`src/design/cfva_pkg.sv`:
```
`timescale 1ns / 1ps
`default_nettype none

package cfva_pkg;

    localparam int LENGTH_BITS   = 16;
    localparam int TRAILER_BYTES = 4;
    localparam int FILL_W        = $clog2(TRAILER_BYTES + 1);
    localparam int DLY_IDX_W     = $clog2(TRAILER_BYTES);
    localparam int REPORT_W      = 16;
    localparam int LEN_EXT_W     = (LENGTH_BITS > REPORT_W) ? LENGTH_BITS : REPORT_W;

    localparam logic [31:0] CASTAGNOLI_POLY = 32'h82F63B78;
    localparam logic [31:0] CRC_INIT        = 32'hFFFFFFFF;
    localparam logic [7:0]  BYTE_MASK       = 8'hFF;
    localparam logic [REPORT_W-1:0] REPORT_MAX = {REPORT_W{1'b1}};
    localparam logic [LENGTH_BITS-1:0] COUNT_MAX = {LENGTH_BITS{1'b1}};

    localparam logic [1:0] STATUS_NONE  = 2'd0;
    localparam logic [1:0] STATUS_GOOD  = 2'd1;
    localparam logic [1:0] STATUS_BAD   = 2'd2;
    localparam logic [1:0] STATUS_SHORT = 2'd3;

    localparam logic MODE_APPEND   = 1'b0;
    localparam logic MODE_VALIDATE = 1'b1;

    typedef enum logic [1:0] {
        TAIL_NONE,
        TAIL_TRAILER,
        TAIL_STATUS
    } tail_kind_t;

    // compact description of all results caused by one item
    typedef struct packed {
        logic                has_byte;
        logic [7:0]          first_byte;
        tail_kind_t          tail;
        logic [31:0]         crc_sum;
        logic [1:0]          status;
        logic [REPORT_W-1:0] length;
    } rslt_desc_t;

    function automatic logic [31:0] crc_fold(input logic [31:0] crc, input logic [7:0] b);
        logic [31:0] r;
        r = crc ^ {24'd0, b & BYTE_MASK};
        for (int k = 0; k < 8; k++) begin
            r = (r >> 1) ^ (r[0] ? CASTAGNOLI_POLY : 32'd0);
        end
        return r;
    endfunction

    function automatic logic [REPORT_W-1:0] report_len(input logic [LENGTH_BITS-1:0] c);
        logic [LEN_EXT_W-1:0] ext;
        ext = LEN_EXT_W'(c);
        if (ext > LEN_EXT_W'(REPORT_MAX)) begin
            return REPORT_MAX;
        end
        return ext[REPORT_W-1:0];
    endfunction

endpackage

`default_nettype wire

```
`src/design/cfva_core.sv`:
```
`timescale 1ns / 1ps
`default_nettype none

module cfva_core (
    input  wire logic              aclk,
    input  wire logic              aresetn,
    input  wire logic              step,
    input  wire logic              mode,
    input  wire logic [7:0]        data_byte,
    input  wire logic              frame_last,
    output cfva_pkg::rslt_desc_t   desc,
    output logic                   desc_used
);
    import cfva_pkg::*;

    logic [31:0]            crc_reg, crc_next;
    logic [7:0]             dly_reg [TRAILER_BYTES];
    logic [7:0]             dly_next [TRAILER_BYTES];
    logic [FILL_W-1:0]      fill_reg, fill_next;
    logic [LENGTH_BITS-1:0] cnt_reg, cnt_next;
    logic [31:0]            want;

    always_comb begin
        crc_next  = crc_reg;
        dly_next  = dly_reg;
        fill_next = fill_reg;
        cnt_next  = cnt_reg;
        want      = 32'd0;

        desc.has_byte   = 1'b0;
        desc.first_byte = 8'd0;
        desc.tail       = TAIL_NONE;
        desc.crc_sum    = 32'd0;
        desc.status     = STATUS_NONE;
        desc.length     = '0;

        if (mode == MODE_APPEND) begin
            crc_next = crc_fold(crc_reg, data_byte);
            if (cnt_reg != COUNT_MAX) begin
                cnt_next = cnt_reg + 1'b1;
            end
            desc.has_byte   = 1'b1;
            desc.first_byte = data_byte;
            if (frame_last) begin
                desc.tail    = TAIL_TRAILER;
                desc.crc_sum = ~crc_next;
                desc.length  = report_len(cnt_next);
            end
        end else begin
            if (fill_reg >= FILL_W'(TRAILER_BYTES)) begin
                // oldest held byte leaves as payload
                crc_next = crc_fold(crc_reg, dly_reg[0]);
                if (cnt_reg != COUNT_MAX) begin
                    cnt_next = cnt_reg + 1'b1;
                end
                desc.has_byte   = 1'b1;
                desc.first_byte = dly_reg[0];
                for (int i = 0; i < TRAILER_BYTES - 1; i++) begin
                    dly_next[i] = dly_reg[i + 1];
                end
                dly_next[TRAILER_BYTES - 1] = data_byte;
                fill_next = FILL_W'(TRAILER_BYTES);
            end else begin
                dly_next[fill_reg[DLY_IDX_W-1:0]] = data_byte;
                fill_next = fill_reg + 1'b1;
            end
            if (frame_last) begin
                desc.tail   = TAIL_STATUS;
                desc.length = report_len(cnt_next);
                if (fill_next < FILL_W'(TRAILER_BYTES)) begin
                    desc.status = STATUS_SHORT;
                end else begin
                    for (int i = 0; i < TRAILER_BYTES; i++) begin
                        want[8*i +: 8] = dly_next[i];
                    end
                    desc.status = (want == ~crc_next) ? STATUS_GOOD : STATUS_BAD;
                end
            end
        end

        if (frame_last) begin
            crc_next  = CRC_INIT;
            fill_next = '0;
            cnt_next  = '0;
            for (int i = 0; i < TRAILER_BYTES; i++) begin
                dly_next[i] = 8'd0;
            end
        end

        desc_used = desc.has_byte || (desc.tail != TAIL_NONE);
    end

    always_ff @(posedge aclk) begin
        if (!aresetn) begin
            crc_reg  <= CRC_INIT;
            fill_reg <= '0;
            cnt_reg  <= '0;
            for (int i = 0; i < TRAILER_BYTES; i++) begin
                dly_reg[i] <= 8'd0;
            end
        end else if (step) begin
            crc_reg  <= crc_next;
            fill_reg <= fill_next;
            cnt_reg  <= cnt_next;
            dly_reg  <= dly_next;
        end
    end

endmodule

`default_nettype wire

```
`src/design/cfva_out_seq.sv`:
```
`timescale 1ns / 1ps
`default_nettype none

module cfva_out_seq (
    input  wire logic                          aclk,
    input  wire logic                          aresetn,
    input  wire logic                          load,
    input  wire cfva_pkg::rslt_desc_t          desc_in,
    output logic                               take_ok,
    output logic                               m_valid,
    input  wire logic                          m_ready,
    output logic [7:0]                         m_out_byte,
    output logic                               m_byte_present,
    output logic                               m_end_of_frame,
    output logic [1:0]                         m_check_status,
    output logic [cfva_pkg::REPORT_W-1:0]      m_payload_length
);
    import cfva_pkg::*;

    rslt_desc_t desc_reg;
    logic       vld_reg;
    logic [2:0] idx_reg;
    logic [2:0] n_res;
    logic [2:0] tail_idx;
    logic       last_res;

    always_comb begin
        case (desc_reg.tail)
            TAIL_TRAILER: n_res = {2'd0, desc_reg.has_byte} + 3'(TRAILER_BYTES);
            TAIL_STATUS:  n_res = {2'd0, desc_reg.has_byte} + 3'd1;
            default:      n_res = {2'd0, desc_reg.has_byte};
        endcase
    end

    assign last_res = (idx_reg == n_res - 3'd1);
    assign take_ok  = !vld_reg || (m_ready && last_res);
    assign m_valid  = vld_reg;
    assign tail_idx = idx_reg - {2'd0, desc_reg.has_byte};

    always_comb begin
        m_out_byte       = 8'd0;
        m_byte_present   = 1'b0;
        m_end_of_frame   = 1'b0;
        m_check_status   = STATUS_NONE;
        m_payload_length = '0;
        if (desc_reg.has_byte && idx_reg == 3'd0) begin
            m_out_byte     = desc_reg.first_byte;
            m_byte_present = 1'b1;
        end else begin
            case (desc_reg.tail)
                TAIL_TRAILER: begin
                    // trailer goes out least significant byte first
                    m_out_byte     = desc_reg.crc_sum[8*tail_idx[DLY_IDX_W-1:0] +: 8];
                    m_byte_present = 1'b1;
                    if (tail_idx == 3'(TRAILER_BYTES - 1)) begin
                        m_end_of_frame   = 1'b1;
                        m_payload_length = desc_reg.length;
                    end
                end
                TAIL_STATUS: begin
                    m_end_of_frame   = 1'b1;
                    m_check_status   = desc_reg.status;
                    m_payload_length = desc_reg.length;
                end
                default: begin
                end
            endcase
        end
    end

    always_ff @(posedge aclk) begin
        if (!aresetn) begin
            vld_reg <= 1'b0;
            idx_reg <= 3'd0;
        end else if (load) begin
            vld_reg <= 1'b1;
            idx_reg <= 3'd0;
        end else if (vld_reg && m_ready) begin
            if (last_res) begin
                vld_reg <= 1'b0;
                idx_reg <= 3'd0;
            end else begin
                idx_reg <= idx_reg + 3'd1;
            end
        end
    end

    always_ff @(posedge aclk) begin
        if (load) begin
            desc_reg <= desc_in;
        end
    end

endmodule

`default_nettype wire

```
`src/design/crc32c_frame_append_validate_core.sv`:
```
`timescale 1ns / 1ps
`default_nettype none

// an item reaches the m_ outputs via the input register, then the result register
// one item per cycle unless the output sequencer is busy; an item with n results
//   holds it until all are taken (5 for append frame end, up to 2 in validate mode)
// the byte-wide crc update sits between the input register and the result register
// reset: synchronous active-low aresetn clears crc, delay line, counts and frame_mode
module crc32c_frame_append_validate_core (
    input  wire logic        aclk,
    input  wire logic        aresetn,
    input  wire logic        psel,
    input  wire logic        penable,
    input  wire logic        pwrite,
    input  wire logic [2:0]  paddr,
    input  wire logic [31:0] pwdata,
    output logic [31:0]      prdata,
    output logic             pready,
    input  wire logic        s_valid,
    output logic             s_ready,
    input  wire logic [7:0]  s_data_byte,
    input  wire logic        s_frame_last,
    output logic             m_valid,
    input  wire logic        m_ready,
    output logic [7:0]       m_out_byte,
    output logic             m_byte_present,
    output logic             m_end_of_frame,
    output logic [1:0]       m_check_status,
    output logic [15:0]      m_payload_length
);
    import cfva_pkg::*;

    localparam logic REG_FRAME_MODE = 1'b0;

    logic       frame_mode_reg;
    logic       in_vld_reg;
    logic [7:0] in_byte_reg;
    logic       in_last_reg;
    logic       step;
    logic       load;
    logic       take_ok;
    logic       desc_used;
    rslt_desc_t desc;

    assign pready = 1'b1;
    assign prdata = (paddr[2] == REG_FRAME_MODE) ? {31'd0, frame_mode_reg} : 32'd0;

    always_ff @(posedge aclk) begin
        if (!aresetn) begin
            frame_mode_reg <= MODE_APPEND;
        end else if (psel && penable && pwrite && pready && paddr[2] == REG_FRAME_MODE) begin
            frame_mode_reg <= pwdata[0];
        end
    end

    // items that cause no result need not wait for the output side
    assign step    = in_vld_reg && (take_ok || !desc_used);
    assign load    = step && desc_used;
    assign s_ready = !in_vld_reg || step;

    always_ff @(posedge aclk) begin
        if (!aresetn) begin
            in_vld_reg <= 1'b0;
        end else if (s_valid && s_ready) begin
            in_vld_reg <= 1'b1;
        end else if (step) begin
            in_vld_reg <= 1'b0;
        end
    end

    always_ff @(posedge aclk) begin
        if (s_valid && s_ready) begin
            in_byte_reg <= s_data_byte;
            in_last_reg <= s_frame_last;
        end
    end

    cfva_core u_core (
        .aclk       (aclk),
        .aresetn    (aresetn),
        .step       (step),
        .mode       (frame_mode_reg),
        .data_byte  (in_byte_reg),
        .frame_last (in_last_reg),
        .desc       (desc),
        .desc_used  (desc_used)
    );

    cfva_out_seq u_out_seq (
        .aclk             (aclk),
        .aresetn          (aresetn),
        .load             (load),
        .desc_in          (desc),
        .take_ok          (take_ok),
        .m_valid          (m_valid),
        .m_ready          (m_ready),
        .m_out_byte       (m_out_byte),
        .m_byte_present   (m_byte_present),
        .m_end_of_frame   (m_end_of_frame),
        .m_check_status   (m_check_status),
        .m_payload_length (m_payload_length)
    );

endmodule

`default_nettype wire
```
`config.mk`:
```
export PLATFORM = sky130hd
export DESIGN_NAME = crc32c_frame_append_validate_core
export DESIGN_NICKNAME = d
export VERILOG_FILES = /design/src/design/cfva_pkg.sv /design/src/design/cfva_core.sv /design/src/design/cfva_out_seq.sv /design/src/design/crc32c_frame_append_validate_core.sv
export SDC_FILE = /design/constraint.sdc
export NUM_CORES = 1
export LEC_CHECK = 0
export BUFFER_PORTS_ARGS = -buffer_cell sky130_fd_sc_hd__buf_2
export CORE_MARGIN = 2
export CORE_UTILIZATION = 61
export DETAILED_ROUTE_END_ITERATION = 8
export PLACE_DENSITY = 0.87
export RECOVER_POWER = 100
export SYNTH_ARGS = -nofsm -noshare
export SYNTH_HDL_FRONTEND = slang
export SYNTH_SLANG_ARGS = --single-unit
export TNS_END_PERCENT = 50
```
`constraint.sdc`:
```
create_clock -name aclk -period 7.9 [get_ports aclk]
set_input_delay 0 -clock aclk [delete_from_list [all_inputs] [get_ports aclk]]
set_output_delay 0 -clock aclk [all_outputs]
set_load 0.02 [all_outputs]
```
# ---- After elaboration in Yosys (flattened, before gate mapping)
# Index checks and enable logic that the tools add are counted.
dict set report totals {
  latch_bits 0
  in_bits 51
  ff_bits 159
  n_memories 0
  output_inout_bits 63
  romBits 0
  ram_bits 0
}
dict set report classes {
  n_shift 1
  mul 0
  magnitude_cmp 6
  n_bitwise 24
  div_mod_pow 0
  mux 76
  n_eq_ne 6
  add_sub_neg 7
  reduce_logical 28
}
# operator n
set ops {}
lappend ops {{$mux 32} 24}
lappend ops {{$xor 31x32->32} 16}
lappend ops {{$mux 16} 15}
lappend ops {{$not 32->32} 2}
lappend ops {{$xor 32x8->32} 2}
lappend ops {{$mux 33} 1}
lappend ops {{$bwmux 32} 1}
lappend ops {{$eq 32x32->1} 1}
lappend ops {{$gt 16x16->1 const B} 2}
lappend ops {{$pmux 16 s2} 1}
lappend ops {{$shiftx 32x6->8} 1}
lappend ops {{$mux 8} 3}
lappend ops {{$add 16x1->16 const B} 1}
lappend ops {{$demux 8 s2} 1}
lappend ops {{$mux 1} 16}
lappend ops {{$ne 16x16->1 const B} 1}
lappend ops {{$mux 3} 5}
lappend ops {{$mux 11} 1}
lappend ops {{$logic_and 1x1->1} 10}
lappend ops {{$mux 2} 5}
lappend ops {{$reduce_bool 2->1} 5}
lappend ops {{$mux 9} 1}
lappend ops {{$add 3x1->3 const B} 2}
lappend ops {{$ge 3x3->1 const B} 2}
lappend ops {{other kinds (19)} 29}

# ---- Logic depth before layout (Yosys ltp)
# Gate-level depths: netlist of run 1.
dict set report depth {
  ltp_word 28
  depth_mapped 12
}

# ---- Cells and area by module
# A second synthesis of run 1 with hierarchy kept.
dict set report hier_totals {
  cells_unflattened 1148
  hier_area_um2 10984.3
}
# mod seq_area_each_um2 cells_each area_each_um2 instances
set modules_own_cells {}
lappend modules_own_cells {cfva_core 1661.6 939 7652.3 1}
lappend modules_own_cells {cfva_out_seq 1911.8 152 2667.6 1}
lappend modules_own_cells {crc32c_frame_append_validate_core 310.3 57 664.4 1}

# ---- Worst setup path before layout of run 1
# Ideal clock, no wire load.
dict set report synth_path {
  path_kind {flip-flop to flip-flop}
  start {reg u_out_seq.desc_reg[50] (netlist name)}
  end {reg u_core.crc_reg[6]}
  period_less_slack_ns 5.559
  path_stages_with_launch 12
  setup_ns 0.081
  t_required_ns 7.819
  path_slack_ns 2.341
  arrival_time_ns 5.478
  path_cell_list {edfxtp_1 inv_1 ha_1 or3b_1 a2111oi_2 a31oi_1 o31a_1 a21o_1 clkbuf_1 nor2_1 o32ai_1 o21ai_1}
}
dict set report synth_between {
  elab_chain_cells 8
}
# item line
set synth_lines {}
lappend synth_lines {{from (decl)} cfva_out_seq.sv:20} ;# rslt_desc_t desc_reg;
lappend synth_lines {{from (signal assigned)} cfva_out_seq.sv:90} ;# desc_reg <= desc_in;
lappend synth_lines {{$eq 2x2->1 / $eq 2x1->1 (equally long branches)} cfva_out_seq.sv:28} ;# case (desc_reg.tail)
lappend synth_lines {{$pmux 3 s2 (*)} cfva_out_seq.sv:28}
lappend synth_lines {{$sub 3x1->3 (*)} cfva_out_seq.sv:35} ;# assign last_res = (idx_reg == n_res - 3'd1);
lappend synth_lines {{$eq 3x3->1 (*)} cfva_out_seq.sv:35}
lappend synth_lines {{$logic_and 1x1->1 (*)} cfva_out_seq.sv:36} ;# assign take_ok = !vld_reg || (m_ready && last_res);
lappend synth_lines {{$logic_or 1x1->1 (*)} cfva_out_seq.sv:36}
lappend synth_lines {{$logic_or 1x1->1 (*)} crc32c_frame_append_validate_core.sv:57} ;# assign step = in_vld_reg && (take_ok || !desc_used);
lappend synth_lines {{$logic_and 1x1->1 (*)} crc32c_frame_append_validate_core.sv:57}
lappend synth_lines {{to (signal assigned)} cfva_core.sv:102} ;# crc_reg <= crc_next;
lappend synth_lines {{to (decl)} cfva_core.sv:16} ;# logic [31:0] crc_reg, crc_next;
# Every way passes the cells marked *; elsewhere a longest branch is shown, timed or not.
# A chain may end at the register's enable or synchronous reset.

# ---- Worst setup path after layout of run 1
dict set report layout_path {
  start {reg u_core.fill_reg[2]}
  end {reg u_core.dly_reg[5] (netlist name)}
}
dict set report layout_between {
  elab_chain_cells 8
}
# item line
set layout_lines {}
lappend layout_lines {{from (decl)} cfva_core.sv:19} ;# logic [FILL_W-1:0] fill_reg, fill_next;
lappend layout_lines {{from (signal assigned)} cfva_core.sv:103} ;# fill_reg <= fill_next;
lappend layout_lines {{$ge 3x3->1 (*)} cfva_core.sv:50} ;# if (fill_reg >= FILL_W'(TRAILER_BYTES)) begin
lappend layout_lines {{$mux 9} cfva_core.sv:50}
lappend layout_lines {{$mux 11} cfva_core.sv:37} ;# if (mode == MODE_APPEND) begin
lappend layout_lines {{$logic_or 1x1->1} cfva_core.sv:90} ;# desc_used = desc.has_byte || (desc.tail != TAIL_NONE);
lappend layout_lines {{$logic_not 1->1} crc32c_frame_append_validate_core.sv:57}
lappend layout_lines {{$logic_or 1x1->1} crc32c_frame_append_validate_core.sv:57}
lappend layout_lines {{$logic_and 1x1->1} crc32c_frame_append_validate_core.sv:57}
lappend layout_lines {{$reduce_and 2->1 (no line)} -}
lappend layout_lines {{to (signal assigned)} cfva_core.sv:105} ;# dly_reg <= dly_next;
lappend layout_lines {{to (decl)} cfva_core.sv:17} ;# logic [7:0] dly_reg [TRAILER_BYTES];
# Every way passes the cells marked *; elsewhere a longest branch is shown, timed or not. The select of a mux whose other input is x is not followed.

==> results of run 1 <==
logic make-up (layout without fill, tap and decap cells):
logic type,Yosys count,count (layout),synth area share [%]
other,2,32,0.06576
adders and majority gates,13,13,1.424
DFF,159,159,34.01
xor gates and xnor gates,197,197,23.54
AOI/OAI and AO/OA,222,222,12.71
buffers and inverters,137,117,6.036
and+or+nand+nor,347,347,15.00
muxes,70,70,7.220
power breakdown:
| group | total [uW] | internal, uW | switching [uW] |
|---|---|---|---|
| Sequential | 1040 | 960 | 74.7 |
| Combinational | 1550 | 729 | 817 |
| Clock | 873 | 512 | 361 |
Yosys cell counts (all sizes together) (5+ instances only):
library cell  count
a2111oi           5
a211oi            5
a21boi            7
a21oi            53
a22o             14
a22oi            19
a31oi             8
a32oi            10
and2             33
and3             10
buf              67
clkbuf           53
dfxtp            89
edfxtp           70
ha               13
inv              16
mux2             19
mux2i            43
mux4              8
nand2            75
nand3            17
nand4             6
nor2            104
nor2b            46
nor3             19
nor4             15
o21ai            51
o22ai            19
xnor2           100
xnor3            47
xor2             42
xor3              8
per-stage QoR:
step | util [%] | cell area [um2] | total power, uW | hold slack (ns)
4_1_cts | 66.18 | 12250 | 3429 | 0.006385
3_5_place_dp | 62.18 | 11510 | 2555 | 0.1781
3_3_place_gp | 62.18 | 11510 | 2516 | 0.1763
6_report | 65.73 | 12170 | 3454 | 0.008364
2_1_floorplan | - | 11530 | 2250 | 0.07494
5_1_grt | 65.73 | 12170 | 3591 | 0.05569
metal layers:
metal / up-vias / GRT usage (%) / wire length (um)
met3: 82 / 6.658 / 3228
li1: 4019 / - / -
met5: - / 0 / 0
met2: 563 / 45.85 / 13380
met4: 0 / 12.95 / 988
met1: 4135 / 42.98 / 12420
final cells by class:
| type | instances | area [um2] | share of cell area (%) |
|---|---|---|---|
| clock inverter | 13 | 176.4 | 1.449 |
| timing repair buffer | 68 | 385.4 | 3.166 |
| inverter | 17 | 63.81 | 0.5243 |
| tap | 234 | 292.8 | 2.405 |
| multi-input combinational | 881 | 6927 | 56.91 |
| sequential | 159 | 3884 | 31.91 |
| clock buffer | 19 | 442.9 | 3.639 |
worst min-delay path by stage:
| stage | to | slack, ns | cells after the start |
|---|---|---|---|
| floorplan | prdata[0] | 0.07 | 1 |
| global placement | in_byte_reg[7] | 0.18 | 1 |
| detailed placement | in_byte_reg[2] | 0.18 | 1 |
| CTS | u_out_seq.idx_reg[1] | 0.006 | 4 |
| global route | u_out_seq.idx_reg[1] | 0.06 | 4 |
| finish | u_out_seq.idx_reg[1] | 0.008 | 4 |
critical path, cell delays in order, from the launching register on:
cell      delay [ns]
dfxtp_1         0.74
inv_1           0.17
clkbuf_1        1.24
nand2_1         0.40
a21o_1          0.29
clkbuf_1        0.66
nor2_1          1.53
a32oi_1         0.29
nor2b_1         0.18
timing repair:
| action | CTS | global route |
|---|---|---|
| hold buffers | 12 | 0 |
| endpoints found under the setup margin | 0 | 0 |
| endpoints found under the hold margin | 11 | 0 |
==> metrics.md, run 1 <==
| Metric | Value |
|---|---|
| Status | finished, violations left |
| Violated checks | capacitance limit, slew limit |
| First-pass GRT wire length | 46.18 mm |
| Max_cap viols | 5 |
| Hold Fails Final Rpt | 0 |
| Top cell type's share of synthesized area | 18.40% |
| Clk_lat worst skew | 0.44 ns |
| Pwr/cell area | 283.7 nW/um2 |
| Commonest non-fill, non-tap cell in the layout | nor2_1 |
| Placed insts | 1347 |
| Reg-to-Reg Start | u_core.fill_reg[2] |
| FP Rows | 50 |
| Critical path peak fanout | 32 |
| Worst-Margin Slew | 2.700 ns |
| Largest net degree at the start of global routing | 88 |
| Hold path startpoint | m_ready |
| Port Buf Inserts | 48 |
| Initial antenna violation count | 0 |
| Max reg flops | 61 |
| Final period util | 70.66% |
| Total of warnings raised by yosys | 0 |
| Layout cells sized above 1 | 10.03% |
| Biggest area consumer among synthesized cells | edfxtp_1 |
| Worst vdd ir | 0.2078 mV |
| CP endpoint kind | register |
| Number of CTS-inserted buffers | 17 |
| Antenna Nets Post-Route | 0 |
| Number of global-route vias before repair | 8086 |
| Post-CTS Setup Repair Bufs | 0 |
| Reg2reg path depth | 8 |
| Vias per cell | 6.326 |
| Top_reg_cell synth | dfxtp_1 |
| DRC viols | 0 |
| Clock skew | 0.01168 ns |
| Setup CP Type | register to register |
| Number of clock sinks | 159 |
| Ys async rst share | 0% |
| WL per Instance | 21.58 um |
| FILL cells | 1435 |
| RSZ-0062 raised after global routing | no |
| Reg2reg end | u_core.dly_reg[5] |
| Critical Path Sink | u_core.dly_reg[5] |
| Grt total ovfl | 0 |
| Clk buf depth | 2 |
| H-Tree Depth | 4 |
| Hpwl dp | 21.11 mm |
| CTS root buf | clkbuf_16 |
| Reg clk slew, reported paths | 0.07 ns |
| Minimum period implied by the final worst setup slack | 5.582 ns |
| Synth area leaders | edfxtp_1, dfxtp_1, xnor3_1 |
| Final setup margin | 2.318 ns |
| Hold WC Path Type | input pin to register |
| Core Footprint | 18520 um2 |
| #FFs+latches synth | 159 |
| Starting density of the core | 61.68% |
| Leading cell types in the layout, fill and taps excluded | nor2_1, dfxtp_1, xnor2_1 |
| Post-Synthesis Cells | 1147 |
| Crit path from | u_core.fill_reg[2] |
| EDFF count, synth | 70 |
| Pleak | 0.004713 uW |
| CTS tree | built |
| Mean Syn Cell Area | 9.957 um2 |
| Rel. slew slack | -80.01% |
| GRT Overall Usage | 30.50% |
| Full die area | 19830 um2 |
| Antenna diode instance count | 0 |
| Synth cell types | 75 |
| Post-synthesis sequential area ratio | 34.01% |
| Synth Cell Area | 11420 um2 |
| Setup_tns | 0 ns |
| CTS resizes | 0 |
| Die X | 140.8 um |
| DR vias | 8799 |
| Startpoint Class | register |
| Fin. max-slew vios | 184 |
| Fin nets | 1208 |
| # setup viols final | 0 |
| Die Height | 140.8 um |
| Pre-antenna DRT Iters | 6 |
| Setup slack, reg-to-reg | 2.32 ns |
| DP Worst Slack | 3.925 ns |
| Crit path arrival time | 5.95 ns |
| Area Overhead vs Synth | 6.573% |
| DR iter-0 viols | 1174 |
| Fmax | 0.1791 GHz |
| Fin cells | 1391 |
| Aggregate routed wire length | 30.02 mm |
| CP required | 8.27 ns |
| Routability cong. | 1.016 |
| IO Pins | 114 |
Power figures use the tool's default switching activity.
==> inputs of run 2 (changes only) <==
--- a/config.mk
+++ b/config.mk
@@ -7,9 +7,9 @@
 export LEC_CHECK = 0
 export BUFFER_PORTS_ARGS = -buffer_cell sky130_fd_sc_hd__buf_2
 export CORE_MARGIN = 2
-export CORE_UTILIZATION = 61
+export CORE_UTILIZATION = 55
 export DETAILED_ROUTE_END_ITERATION = 8
-export PLACE_DENSITY = 0.87
+export PLACE_DENSITY = 0.83
 export RECOVER_POWER = 100
 export SYNTH_ARGS = -nofsm -noshare
 export SYNTH_HDL_FRONTEND = slang
==> constraint.sdc (replaced) <==
create_clock -name aclk -period 4.6 [get_ports aclk]
set_input_delay 0 -clock aclk [delete_from_list [all_inputs] [get_ports aclk]]
set_output_delay 0 -clock aclk [all_outputs]
set_load 0.02 [all_outputs]
==> run 2 against run 1 <==
Effect of this change:
- largest cell class unchanged
- critical path depth is 3 higher
- critical endpoint is now u_core.dly_reg[4]
- sequential cell count stayed put
- total power is 71% higher
- die area is 11% higher
- sequential share of layout area is 0.22 points lower
- the flow now finishes without violations
- first-iteration DRC count is 8.5% higher
==> metrics.md, run 2 (synthesis gave the netlist of run 1 again) <==
| Metric | Value |
|---|---|
| Number of clock sinks | 159 |
| Hold Path Depth | 4 |
| Reg2reg end | u_core.dly_reg[4] |
| Setup slack, reg-to-reg | 0.67 ns |
| Crit path max-delay cell type | clkbuf_2 |
| Worst Path Buf+Inv | 2 |
| Initial antenna violation count | 0 |
| Final Power | 5907 uW |
| Pre-antenna DRT Iters | 6 |
| Clk buf depth | 2 |
| Max reg flops | 61 |
| CP top delay family | compound AO/OA/AOI/OAI gates |
| Number of global-route vias before repair | 8339 |
| Vias per cell | 6.122 |
| Critical path peak fanout | 37 |
| Aggregate routed wire length | 30.12 mm |
| Reg2reg path depth | 11 |
| Fmax | 0.2546 GHz |
| Fin nets | 1214 |
| RSZ-0062 raised after global routing | no |
| Grt total ovfl | 0 |
| H-Tree Depth | 4 |
| Max_cap viols | 0 |
| Slowest cell delay on critical path | 0.67 ns |
| Area Overhead vs Synth | 7.319% |
| Full die area | 21930 um2 |
| WL per Instance | 21.02 um |
| Post-CTS Setup Repair Bufs | 0 |
| Setup_tns | 0 ns |
| Hold WC Path Type | input pin to register |
| Crit path arrival time | 4.25 ns |
| Largest net degree at the start of global routing | 57 |
| DR WL met3 | 3.352 mm |
| Hold Fails Final Rpt | 0 |
| Commonest non-fill, non-tap cell in the layout | nor2_1 |
| Wire length on met1 | 12.31 mm |
| DR WL met2 | 13.47 mm |
| Clock skew | 0.01053 ns |
| Worst-Margin Slew | 1.086 ns |
| Fin. max-slew vios | 0 |
| Crit path cell chain | inv_1, ha_1, or3b_1, a2111oi_0, a31oi_1, o31a_1, a21oi_1, clkbuf_2, nand2_1, a32oi_1, nor2b_1 |
| GRT Overall Usage | 27.82% |
| Startpoint Class | register |
| Antenna Nets Post-Route | 0 |
| CTS tree | built |
| DRC viols | 0 |
| Number of CTS-inserted buffers | 17 |
| Hpwl dp | 21.45 mm |
| Pleak | 0.004736 uW |
| Antenna diode instance count | 0 |
| CP endpoint kind | register |
| DR iter-0 viols | 1274 |
| Max Used Layer | met4 |
| Port Buf Inserts | 48 |
| Pwr/cell area | 482.0 nW/um2 |
| Reg clk slew, reported paths | 0.06 ns |
| Core Footprint | 20300 um2 |
| CP required | 4.93 ns |
| Final period util | 85.39% |
| Reg-to-Reg Start | u_out_seq.desc_reg[50] |
| DR vias | 8773 |
| First-pass GRT wire length | 47.00 mm |
| Starting density of the core | 56.26% |
| Die Height | 148.1 um |
| Minimum period implied by the final worst setup slack | 3.928 ns |
| Die X | 148.1 um |
| Layout cells sized above 1 | 10.23% |
| Rel. slew slack | 27.62% |
| Hold path startpoint | m_ready |
| Worst vdd ir | 0.3317 mV |
| Status | finished, final reports clean |
| Setup CP Type | register to register |
| # setup viols final | 0 |
| IO Pins | 114 |
| FP Rows | 52 |
| Routability cong. | 1.016 |
| CTS root buf | clkbuf_16 |
| Leading cell types in the layout, fill and taps excluded | nor2_1, dfxtp_1, xnor2_1 |
| Min-Delay Endpoint | u_out_seq.idx_reg[0] |
| Clk_lat worst skew | 0.44 ns |
run 2: cell types whose count changed in the layout (fill, tap and decap cells not counted), moves of 3 or more:
cell      previous run  this run
and2_0              28        23
and2_1               5        10
buf_2               32        28
buf_4                4        10
clkinv_4             5         2
run 2: worst min-delay path: stages:
cell	delay, ns
buf_2	0.11
nand2_1	0.15
a21oi_1	0.10
nor2_1	0.08
run 2: timing repair:
action	in CTS	in global routing
endpoints found under the hold margin	11	0
resized for setup	0	0
hold buffers	12	0
run 2: report_power, final:
part           leakage [uW]  total [uW]  internal [uW]  switching, uW
Combinational       0.00304        2650           1250           1400
Sequential          0.00139        1780           1650            133
Clock              0.000299        1470            862            612
Total               0.00474        5910           3760           2140
run 2: through the flow:
| stage | hold WS, ns | util [%] | setup WS, ns | area, um2 | cells |
|---|---|---|---|---|---|
| floorplan | 0.07494 | - | 0.1599 | 11540 | 1177 |
| global placement | 0.1760 | 57.23 | 1.120 | 11620 | 1389 |
| detailed placement | 0.1781 | 57.23 | 1.083 | 11620 | 1389 |
| CTS | 0.03649 | 60.82 | 1.036 | 12350 | 1433 |
| global route | 0.08944 | 60.38 | 0.4589 | 12260 | 1433 |
| finish | 0.03763 | 60.38 | 0.6718 | 12260 | 1433 |
run 2: cell type report:
class,instances,area (um2)
Fill cell,1647,8043
Multi-Input combinational cell,881,6920
Sequential cell,159,3884
Timing Repair Buffer,74,442.9
Clock buffer,17,425.4
Tap cell,270,337.8
Clock inverter,15,182.7
Inverter,17,63.81
run 2: worst max path at each step:
stage / slack [ns] / cells after the start / start / endpoint
3_5_place_dp: 1.08 / 9 / u_out_seq.desc_reg[50] / u_core.cnt_reg[7]
4_1_cts: 1.04 / 9 / u_out_seq.desc_reg[50] / u_core.cnt_reg[7]
3_3_place_gp: 1.12 / 9 / u_out_seq.desc_reg[50] / u_core.cnt_reg[7]
2_1_floorplan: 0.16 / 11 / u_out_seq.desc_reg[50] / u_core.crc_reg[6]
6_report: 0.67 / 11 / u_out_seq.desc_reg[50] / u_core.dly_reg[4]
5_1_grt: 0.46 / 11 / u_out_seq.desc_reg[50] / u_core.dly_reg[4]
run 2: routing by layer:
layer,track usage (%),vias to the layer above
li1,-,4016
met5,0,-
met1,38.40,4135
met4,9.333,0
met2,43.33,539
met3,6.718,83
